`config.mk`:
```
export PLATFORM = sky130hd
export DESIGN_NAME = fgt_ctrl
export DESIGN_NICKNAME = d
export VERILOG_FILES = /design/src/rtl/fgt_pkg.sv /design/src/rtl/fgt_ctrl.sv
export SDC_FILE = /design/constraint.sdc
export NUM_CORES = 1
export LEC_CHECK = 0
export BUFFER_PORTS_ARGS = -buffer_cell sky130_fd_sc_hd__buf_2
export CORE_AREA = 4 4 41 43
export CTS_CLUSTER_SIZE = 30
export DETAILED_ROUTE_END_ITERATION = 16
export DIE_AREA = 0 0 45 47
export SLEW_MARGIN = 25
export SYNTH_ARGS = -nofsm -noshare
export SYNTH_HDL_FRONTEND = slang
export SYNTH_SLANG_ARGS = --single-unit
export TNS_END_PERCENT = 1
```
`constraint.sdc`:
```
create_clock -name clk -period 1 [get_ports clk]
set_input_delay 0.05 -clock clk [delete_from_list [all_inputs] [get_ports clk]]
set_output_delay 0.05 -clock clk [all_outputs]
set_load 0.05 [all_outputs]
```
`src/rtl/fgt_pkg.sv`:
```
// Shared types and constants for the frame geometric transform block.
package fgt_pkg;

	// Transform selection codes (codes 9 to 15 behave as identity)
	typedef enum logic [3:0] {
		MODE_IDENT  = 4'd0,
		MODE_MIRLR  = 4'd1,
		MODE_MIRUD  = 4'd2,
		MODE_ROT90  = 4'd3,
		MODE_ROT180 = 4'd4,
		MODE_ROT270 = 4'd5,
		MODE_DOWN2  = 4'd6,
		MODE_UP2    = 4'd7,
		MODE_CROP   = 4'd8
	} mode_t;

	// Register indexes on the configuration port
	typedef enum logic [2:0] {
		REG_MODE      = 3'd0,
		REG_FRAME_ROWS = 3'd1,
		REG_FRAME_COLS = 3'd2,
		REG_CROP_ROW  = 3'd3,
		REG_CROP_COL  = 3'd4,
		REG_CROP_ROWS = 3'd5,
		REG_CROP_COLS = 3'd6
	} reg_idx_t;

	// Item opcodes
	localparam logic OP_WRITE = 1'b0;
	localparam logic OP_READ  = 1'b1;

	localparam int APB_AW = 5;
	localparam int APB_DW = 32;

	// Controller states
	typedef enum logic [2:0] {
		ST_IDLE,
		ST_MAP,
		ST_READ,
		ST_DRAIN,
		ST_DONE
	} state_t;

	// Configuration register contents
	typedef struct packed {
		mode_t      mode;
		logic [9:0] frame_rows;
		logic [9:0] frame_cols;
		logic [8:0] crop_row;
		logic [8:0] crop_col;
		logic [9:0] crop_rows;
		logic [9:0] crop_cols;
	} cfg_t;

	// Controller to datapath
	typedef struct packed {
		logic idle;      // ready for a new input beat
		logic map_en;    // register mapped coordinates, clear taps and sum
		logic wr_en;     // store the captured pixel if it lies in the frame
		logic rd_en;     // issue one tap read
		logic load_out;  // move the result into the output register
	} cmd_t;

	// Datapath to controller
	typedef struct packed {
		logic is_write;
		logic rd_err;
		logic last_tap;
		logic out_free;
	} stat_t;

endpackage

```
`src/rtl/fgt_ctrl.sv`:
```
// Sequencing state machine: capture, map, tap reads, drain, result hand-off.
module fgt_ctrl (
	input  logic           clk,
	input  logic           arst_n,
	input  logic           in_valid,
	input  fgt_pkg::stat_t stat,
	output fgt_pkg::cmd_t  cmd
);
	import fgt_pkg::*;

	state_t state_q, state_nx;

	always_ff @(posedge clk or negedge arst_n) begin
		if (!arst_n) begin
			state_q <= ST_IDLE;
		end else begin
			state_q <= state_nx;
		end
	end

	// Next state
	always_comb begin
		state_nx = state_q;
		unique case (state_q)
			ST_IDLE: begin
				if (in_valid) state_nx = ST_MAP;
			end
			ST_MAP: begin
				if (stat.is_write)     state_nx = ST_IDLE;
				else if (stat.rd_err)  state_nx = ST_DONE;
				else                   state_nx = ST_READ;
			end
			ST_READ: begin
				if (stat.last_tap) state_nx = ST_DRAIN;
			end
			ST_DRAIN: state_nx = ST_DONE;
			ST_DONE: begin
				if (stat.out_free) state_nx = ST_IDLE;
			end
			default: state_nx = ST_IDLE;
		endcase
	end

	// Commands
	always_comb begin
		cmd = '0;
		unique case (state_q)
			ST_IDLE:  cmd.idle = 1'b1;
			ST_MAP: begin
				cmd.map_en = 1'b1;
				cmd.wr_en  = stat.is_write;
			end
			ST_READ:  cmd.rd_en = 1'b1;
			ST_DRAIN: ;
			ST_DONE:  cmd.load_out = stat.out_free;
			default:  ;
		endcase
	end

endmodule

```
==> reports/summary.txt <==
WHS Path Cells: 2
NetSw: 795 uW
Final nets: 50
Fmax: 0.817 GHz
Largest regs: state_q: 3 flops
Synth Area per Inst: 9.47 um2
Maximum vdd drop: 1.53 mV
Via count: 232
Pins over their slew limit: 0
Largest net degree at the start of global routing: 10
Multi-input logic area: 166 um2
Critical Path Source Type: flop
Core area: 1300 um2
Post-layout min period: 1.22 ns
Drt pass-1 iters: 2
Layout cells sized above 1: 78.6%
Synth top area cells: dfrtp_1 38%, nor4b_4 12%, nor3_1 7.5%
Clock buffer count from CTS: 3
PwrDens: 3610 nW/um2
Post-synthesis net count: 28
IO Port Bufs: 11
Mapped Cells: 21
Placed cell area: 379 um2
Top cell type's share of synthesized area: 37.7%
Final ANT Viol Nets: 0
IO Pins: 12
Grt ovf: 0
Seq cells post-synth: 3
Critical path class: reg2out
Via density per instance: 4.07
Share of power burned in combinational logic: 72.1%
Crit end category: primary output
Clock Latency Late Sink: 0.23 ns
WL final: 581 um
Final setup vio count: 7
FFs w/ async S/R, synth: 100%
Initial antenna violation count: 0
Htree depth: 1
Final std cells w/o fill: 57
Die Width: 45 um
Worst path required time: 0.95 ns
DRT iter0 DRCs: 4
# diodes: 0
Vias in the first global route: 272
Sequential-to-total area share from yosys stat: 37.7%
Detailed-route wire length per cell: 10.2 um
Synth Flop Type: dfrtp_1
Yosys cell types: 15
RSZ-0062 raised after global routing: yes
Cell-internal power: 932 uW
FP Rows: 13
Clk pwr share: 12.1%
Root buf cell: clkbuf_4
EDFF count, synth: 0
Most flops, register: state_q
Worst Path Max Fanout: 4
Max Cap Violations: 0
Min setup slack post-route: -0.225 ns
Post-synth top cells: 3 x dfrtp_1, 3 x nor3_1, 2 x a21oi_1, 2 x inv_1
Failing checks: negative setup slack
Synth warnings: 0
Full die area: 2120 um2
Die span in y: 47 um
Area Growth Syn to Fin: 140%
Leakage: 0.000204 uW
Placed cell count: 51
Outcome: finished, violations left
Post-synthesis cell area: 199 um2
Global-route usage over all layers: 7.22%
Clock Pin Slew Worst Setup and Hold Paths: 0.04 ns
Switching Fraction: 46.0%
Period utilization: 122%
Fin area: 478 um2
Worst reg2reg path depth: 5
Class of the worst hold path: in2reg
Max reg flops: 3
Setup skew after layout: 0.000897 ns
First-pass GRT wire length: 1050 um
GPL Wtd Cong: 0.659
Clock sinks: 3
Register area: 77.6 um2
Worst Tran Pin Value: 0.205 ns
# DRC: 0
Dpl hpwl: 447 um
Maximum clock path buffer count: 2
Number of fill cells: 140
Flop pwr share: 15.8%
Initial core utilization: 15.3%
Relative slew slack: 86.2%
Yosys top cell by area: dfrtp_1
CTS tree: yes
Critical path arrival: 1.17 ns
Final Hold Fails: 0
==> layout make-up <==
cell class	instances	share of cell area (%)
Tap cell	15	3.93
Timing Repair Buffer	19	38.0
Sequential cell	3	16.2
Inverter	2	1.57
Multi-Input combinational cell	14	34.8
Clock buffer	4	5.50
==> placed cells by master, fill, tap and decap left out, types with 2 or more instances in the layout <==
master / synthesis / routed
dfrtp_2: 0 / 2
buf_6: 1 / 7
a21oi_1: 2 / 2
buf_2: 0 / 6
buf_12: 0 / 2
clkbuf_4: 0 / 3
nor3_4: 0 / 2
buf_4: 0 / 3
==> worst max-delay path: stages (launching register included) <==
cell     delay [ns]
dfrtp_2        0.45
buf_12         0.15
nor3b_4        0.16
buf_6          0.18
==> power groups by stage <==
stage               clock network, uW  registers (uW)  logic (uW)
finish                            210             272        1250
global placement                    0             246        1050
CTS                               224             263        1240
global route                      232             282        1320
floorplan                           0             227         715
detailed placement                  0             251        1050
==> repair_timing <==
item / in CTS / in global routing
buffers inserted: 1 / 0
endpoints found under the hold margin: 3 / 0
endpoints found under the setup margin: 7 / 8
gates cloned: 0 / 0
gates resized for setup: 15 / 1
hold buffers: 1 / 0
pin swaps: 1 / 1
==> cells by family after synthesis <==
logic type | count (synthesis) | share of synthesized area [%]
buffers and inverters | 4 | 11.3
AO/OA/AOI/OAI | 3 | 9.43
AND/OR/NAND/NOR | 10 | 36.5
flip-flops | 3 | 37.7
multiplexers | 1 | 5.03
==> final timing paths <==
check / from / endpoint / slack (ns)
min reg2reg: state_q[2] / state_q[1] / 0.59
max reg2reg: state_q[1] / state_q[1] / -0.21
min in group asynchronous: arst_n / state_q[1] / 0.16
max: state_q[0] / cmd[1] / -0.22
max in group asynchronous: arst_n / state_q[0] / 0.72
min: stat[0] / state_q[2] / 0.03
==> layer usage <==
layer | GRT usage, % | wire length, um | vias up
met2 | 11.9 | 288 | 11
met3 | 2.68 | 53 | 0
met4 | 7.02 | 0 | 0
met5 | 0 | 0 | -
li1 | - | - | 120
met1 | 6.90 | 239 | 101
==> through the flow <==
stage               setup WS, ns  hold WS, ns  total power [uW]  TNS, ns  utilization (%)
global route              -0.285       0.0363              1830    -1.69             36.7
global placement         -0.0746       -0.150              1300   -0.345             29.1
detailed placement       -0.0916       -0.153              1300   -0.424             29.1
finish                    -0.225       0.0289              1730    -1.25             36.7
floorplan                 -0.197       -0.246               942   -0.584                -
CTS                       -0.230       0.0139              1730    -1.29             36.3
(Power assumes the default switching activity.)
