`src/rtl/fgt_pkg.sv`:
```
// Shared types and constants for the frame geometric transform block.
package fgt_pkg;

	// Transform selection codes (codes 9 to 15 behave as identity)
	typedef enum logic [3:0] {
		MODE_IDENT  = 4'd0,
		MODE_MIRLR  = 4'd1,
		MODE_MIRUD  = 4'd2,
		MODE_ROT90  = 4'd3,
		MODE_ROT180 = 4'd4,
		MODE_ROT270 = 4'd5,
		MODE_DOWN2  = 4'd6,
		MODE_UP2    = 4'd7,
		MODE_CROP   = 4'd8
	} mode_t;

	// Register indexes on the configuration port
	typedef enum logic [2:0] {
		REG_MODE      = 3'd0,
		REG_FRAME_ROWS = 3'd1,
		REG_FRAME_COLS = 3'd2,
		REG_CROP_ROW  = 3'd3,
		REG_CROP_COL  = 3'd4,
		REG_CROP_ROWS = 3'd5,
		REG_CROP_COLS = 3'd6
	} reg_idx_t;

	// Item opcodes
	localparam logic OP_WRITE = 1'b0;
	localparam logic OP_READ  = 1'b1;

	localparam int APB_AW = 5;
	localparam int APB_DW = 32;

	// Controller states
	typedef enum logic [2:0] {
		ST_IDLE,
		ST_MAP,
		ST_READ,
		ST_DRAIN,
		ST_DONE
	} state_t;

	// Configuration register contents
	typedef struct packed {
		mode_t      mode;
		logic [9:0] frame_rows;
		logic [9:0] frame_cols;
		logic [8:0] crop_row;
		logic [8:0] crop_col;
		logic [9:0] crop_rows;
		logic [9:0] crop_cols;
	} cfg_t;

	// Controller to datapath
	typedef struct packed {
		logic idle;      // ready for a new input beat
		logic map_en;    // register mapped coordinates, clear taps and sum
		logic wr_en;     // store the captured pixel if it lies in the frame
		logic rd_en;     // issue one tap read
		logic load_out;  // move the result into the output register
	} cmd_t;

	// Datapath to controller
	typedef struct packed {
		logic is_write;
		logic rd_err;
		logic last_tap;
		logic out_free;
	} stat_t;

endpackage

```
`src/rtl/fgt_regs.sv`:
```
// Configuration register file behind the APB-style port.
module fgt_regs (
	input  logic                       clk,
	input  logic                       arst_n,
	input  logic                       psel,
	input  logic                       penable,
	input  logic                       pwrite,
	input  logic [fgt_pkg::APB_AW-1:0] paddr,
	input  logic [fgt_pkg::APB_DW-1:0] pwdata,
	output logic [fgt_pkg::APB_DW-1:0] prdata,
	output fgt_pkg::cfg_t              cfg
);
	import fgt_pkg::*;

	cfg_t     cfg_q;
	reg_idx_t idx;
	logic     wr_stb;

	assign idx    = reg_idx_t'(paddr[APB_AW-1:2]);
	assign wr_stb = psel & penable & pwrite;
	assign cfg    = cfg_q;

	// Register writes
	always_ff @(posedge clk or negedge arst_n) begin
		if (!arst_n) begin
			cfg_q.mode       <= MODE_IDENT;
			cfg_q.frame_rows <= 10'd512;
			cfg_q.frame_cols <= 10'd512;
			cfg_q.crop_row   <= 9'd0;
			cfg_q.crop_col   <= 9'd0;
			cfg_q.crop_rows  <= 10'd1;
			cfg_q.crop_cols  <= 10'd1;
		end else if (wr_stb) begin
			unique case (idx)
				REG_MODE:       cfg_q.mode       <= mode_t'(pwdata[3:0]);
				REG_FRAME_ROWS: cfg_q.frame_rows <= pwdata[9:0];
				REG_FRAME_COLS: cfg_q.frame_cols <= pwdata[9:0];
				REG_CROP_ROW:   cfg_q.crop_row   <= pwdata[8:0];
				REG_CROP_COL:   cfg_q.crop_col   <= pwdata[8:0];
				REG_CROP_ROWS:  cfg_q.crop_rows  <= pwdata[9:0];
				REG_CROP_COLS:  cfg_q.crop_cols  <= pwdata[9:0];
				default: ;
			endcase
		end
	end

	// Read-back mux
	always_comb begin
		prdata = '0;
		unique case (idx)
			REG_MODE:       prdata = APB_DW'(cfg_q.mode);
			REG_FRAME_ROWS: prdata = APB_DW'(cfg_q.frame_rows);
			REG_FRAME_COLS: prdata = APB_DW'(cfg_q.frame_cols);
			REG_CROP_ROW:   prdata = APB_DW'(cfg_q.crop_row);
			REG_CROP_COL:   prdata = APB_DW'(cfg_q.crop_col);
			REG_CROP_ROWS:  prdata = APB_DW'(cfg_q.crop_rows);
			REG_CROP_COLS:  prdata = APB_DW'(cfg_q.crop_cols);
			default:        prdata = '0;
		endcase
	end

endmodule

```
`config.mk`:
```
export PLATFORM = sky130hd
export DESIGN_NAME = fgt_regs
export DESIGN_NICKNAME = d
export VERILOG_FILES = /design/src/rtl/fgt_pkg.sv /design/src/rtl/fgt_regs.sv
export SDC_FILE = /design/constraint.sdc
export NUM_CORES = 1
export LEC_CHECK = 0
export ABC_AREA = 1
export BUFFER_PORTS_ARGS = -buffer_cell sky130_fd_sc_hd__buf_2
export CAP_MARGIN = 0
export CORE_ASPECT_RATIO = 0.6
export CORE_UTILIZATION = 50
export DETAILED_ROUTE_END_ITERATION = 6
export PLACE_DENSITY_LB_ADDON = 0.12
export SYNTH_ARGS = -nofsm -noshare
export SYNTH_HDL_FRONTEND = slang
export SYNTH_SLANG_ARGS = --single-unit
```
`constraint.sdc`:
```
create_clock -name clk -period 2.2 [get_ports clk]
set_clock_uncertainty 0.05 [all_clocks]
set_input_delay 0.33 -clock clk [delete_from_list [all_inputs] [get_ports clk]]
set_output_delay 0.33 -clock clk [all_outputs]
set_load 0.03 [all_outputs]
```
==> results.cfg <==
[global_route]
grt_start_max_net_pins = 38
antenna_found_initial = 0
track_usage = 0.305
grt_pass1_vias = 3060
grt_pass1_wl_mm = 15.7
gr-total-overflow = 0

[yosys]
yosysWarnings = 0
synth_top_family_by_area = simple AND/OR/NAND/NOR gates
avgSynthCellArea_um2 = 7.74
ys_ff_latch = 62
synth_mux_area_frac = 0
synth_cells = 427
netlist_area_um2 = 3310
yosys.cell_types.count = 19
synth-simple-area-share = 0.319
synth_top_area_frac = 0.439
netlist_top_cells_area = dfrtp_1 44%, nand2_1 17%, o21ai_0 8.6%
ys_seq_area_frac = 0.471
yosysTopAreaCell = dfrtp_1
synth-adder-area-share = 0
synth_compound_area_frac = 0.104
synthXorXnorAreaFrac = 0

[outcome]
status = complete, no violations

[cts]
root_buffer = clkbuf_8
post_cts_resize_count = 0
cts.clk_slew.worst_paths_ns = 0.06
clk_latency_ns = 0.33
cts_buffers = 9
clock-sinks = 62
postCtsSetupRepairBufs = 0
ctsHtreeMaxLevel = 3
cts_tree = built
cts_max_path_buffers = 2
cts_hold_buf = 1

[placed_design]
dpl.hpwl_mm = 6.89
dp_slack_ns = 0.308
io_buffers = 89
gp_congestion = 0.884

[job]
max_cap_violations = 0

[final_layout]
area_growth_pct = 21.1
finalCoreUtilization = 0.641
nNetsFinal = 560
largest_reg_flops = 62
drive_gt1_frac = 0.266
final_cell_mix = 147 x nand2_1, 89 x buf_2, 58 x dfrtp_1
final_common_cell = nand2_1
antenna_cells = 0

[power_and_ir_drop]
swShare = 0.412
switchingPower_w = 0.00154
p_leak_nw = 2.21
seqPwrFrac = 0.415
pwr-share-comb = 0.338
power_density_nw_per_um2 = 931
internal_power_w = 0.00219
vdd_ir_drop_max_mv = 0.489
clkPwrFrac = 0.247
power_w = 0.00373

[sta]
worst_pin_slew_ns = 0.630
relSlewSlack = 0.580
min_period_ns = 1.90
slew_viol_final = 0
post-route-period-util = 0.865
setup_viol = 0
max_freq_mhz = 526
worst_slack_ns = 0.298
rsz0062_at_grt = false
hold_viol = 0
hold_ws_ns = 0.185
setup_tns_ns = 0

[drt]
dr.pass1.iters = 5
via_per_inst = 5.47
num_vias = 3322
drtIter0Drc = 203
drt_wl_total_mm = 9.80
wl_per_cell_um = 16.1
drc = 0
antenna_left = 0

[critical_path]
worstPathRequired_ns = 1.82
r2r_cells = 2
end_kind = primary output
cp.arrival_ns = 1.52
worstReg2RegStart = cfg[57]
r2r_slack_ns = 1.39
timing.rr.end = cfg[57]
setup.worst_path.end = prdata[4]
cp-start-kind = input port
crit_type = input port to primary output
cp-startpoint = paddr[2]
crit_fanout = 18

[hold_path]
hold_path_class = input port to flop

[floorplanning]
start_util = 0.529
die-area_um2 = 6950
die_y_um = 65.0
fp-row-count = 22
die_x_um = 107
fp.coreArea_um2 = 6250
ios = 136
critical path, stage by stage:
cell     delay [ns]
buf_2          0.21
inv_2          0.30
nand3_2        0.20
o21a_1         0.21
nand2_1        0.07
buf_2          0.19
per-layer routing:
metal  vias to the layer above  track usage  routed length [µm]
met5                         -            0                   0
met4                         0       0.0908                 120
met3                        12       0.0915                1070
met2                       188        0.465                4410
met1                      1560        0.418                4200
li1                       1562            -                   -
synthesized netlist by cell type:
cell,n
buf_2,15
buf_4,24
clkbuf_1,11
conb_1,1
dfrtp_1,58
dfstp_2,4
inv_1,11
inv_2,3
nand2_1,147
nand2_2,1
nand3_1,16
nand3_2,3
nand4_1,41
nor2_1,19
nor2_2,2
nor2_4,4
o21a_1,3
o21ai_0,57
o21ai_1,7
area by class of cell:
| type | count | area, µm² |
|---|---|---|
| Clock inverter | 1 | 5.00 |
| Clock buffer | 15 | 176 |
| Fill cell | 575 | 2250 |
| Timing Repair Buffer | 109 | 623 |
| Multi-Input combinational cell | 322 | 1480 |
| Sequential cell | 62 | 1560 |
| Tap cell | 84 | 105 |
| Inverter | 14 | 52.6 |
cell families after synthesis:
| logic type | after synthesis |
|---|---|
| and+or+nand+nor | 233 |
| buffers and inverters | 64 |
| DFF | 62 |
| other | 1 |
| AOI/OAI and AO/OA | 67 |
power groups by stage:
stage               sequential, W  clock (W)  combinational, W
floorplan                 0.00197          0          0.000435
global placement          0.00156          0           0.00124
detailed placement        0.00156          0           0.00126
CTS                       0.00154   0.000932           0.00126
global route              0.00157    0.00100           0.00136
finish                    0.00155   0.000921           0.00126
worst min path at each step:
stage / start / endpoint / cells after the start
CTS: pwdata[9] / cfg[47] / 3
detailed placement: arst_n / cfg[48] / 1
floorplan: arst_n / cfg[11] / 0
global route: pwdata[9] / cfg[57] / 3
global placement: arst_n / cfg[48] / 1
finish: pwdata[9] / cfg[47] / 3
per-stage QoR:
stage          cells  area, µm²
2_1_floorplan    448       3380
3_3_place_gp     590       3810
3_5_place_dp     590       3810
4_1_cts          607       4000
5_1_grt          607       4000
6_report         607       4000
Power figures use the tool's default switching activity.
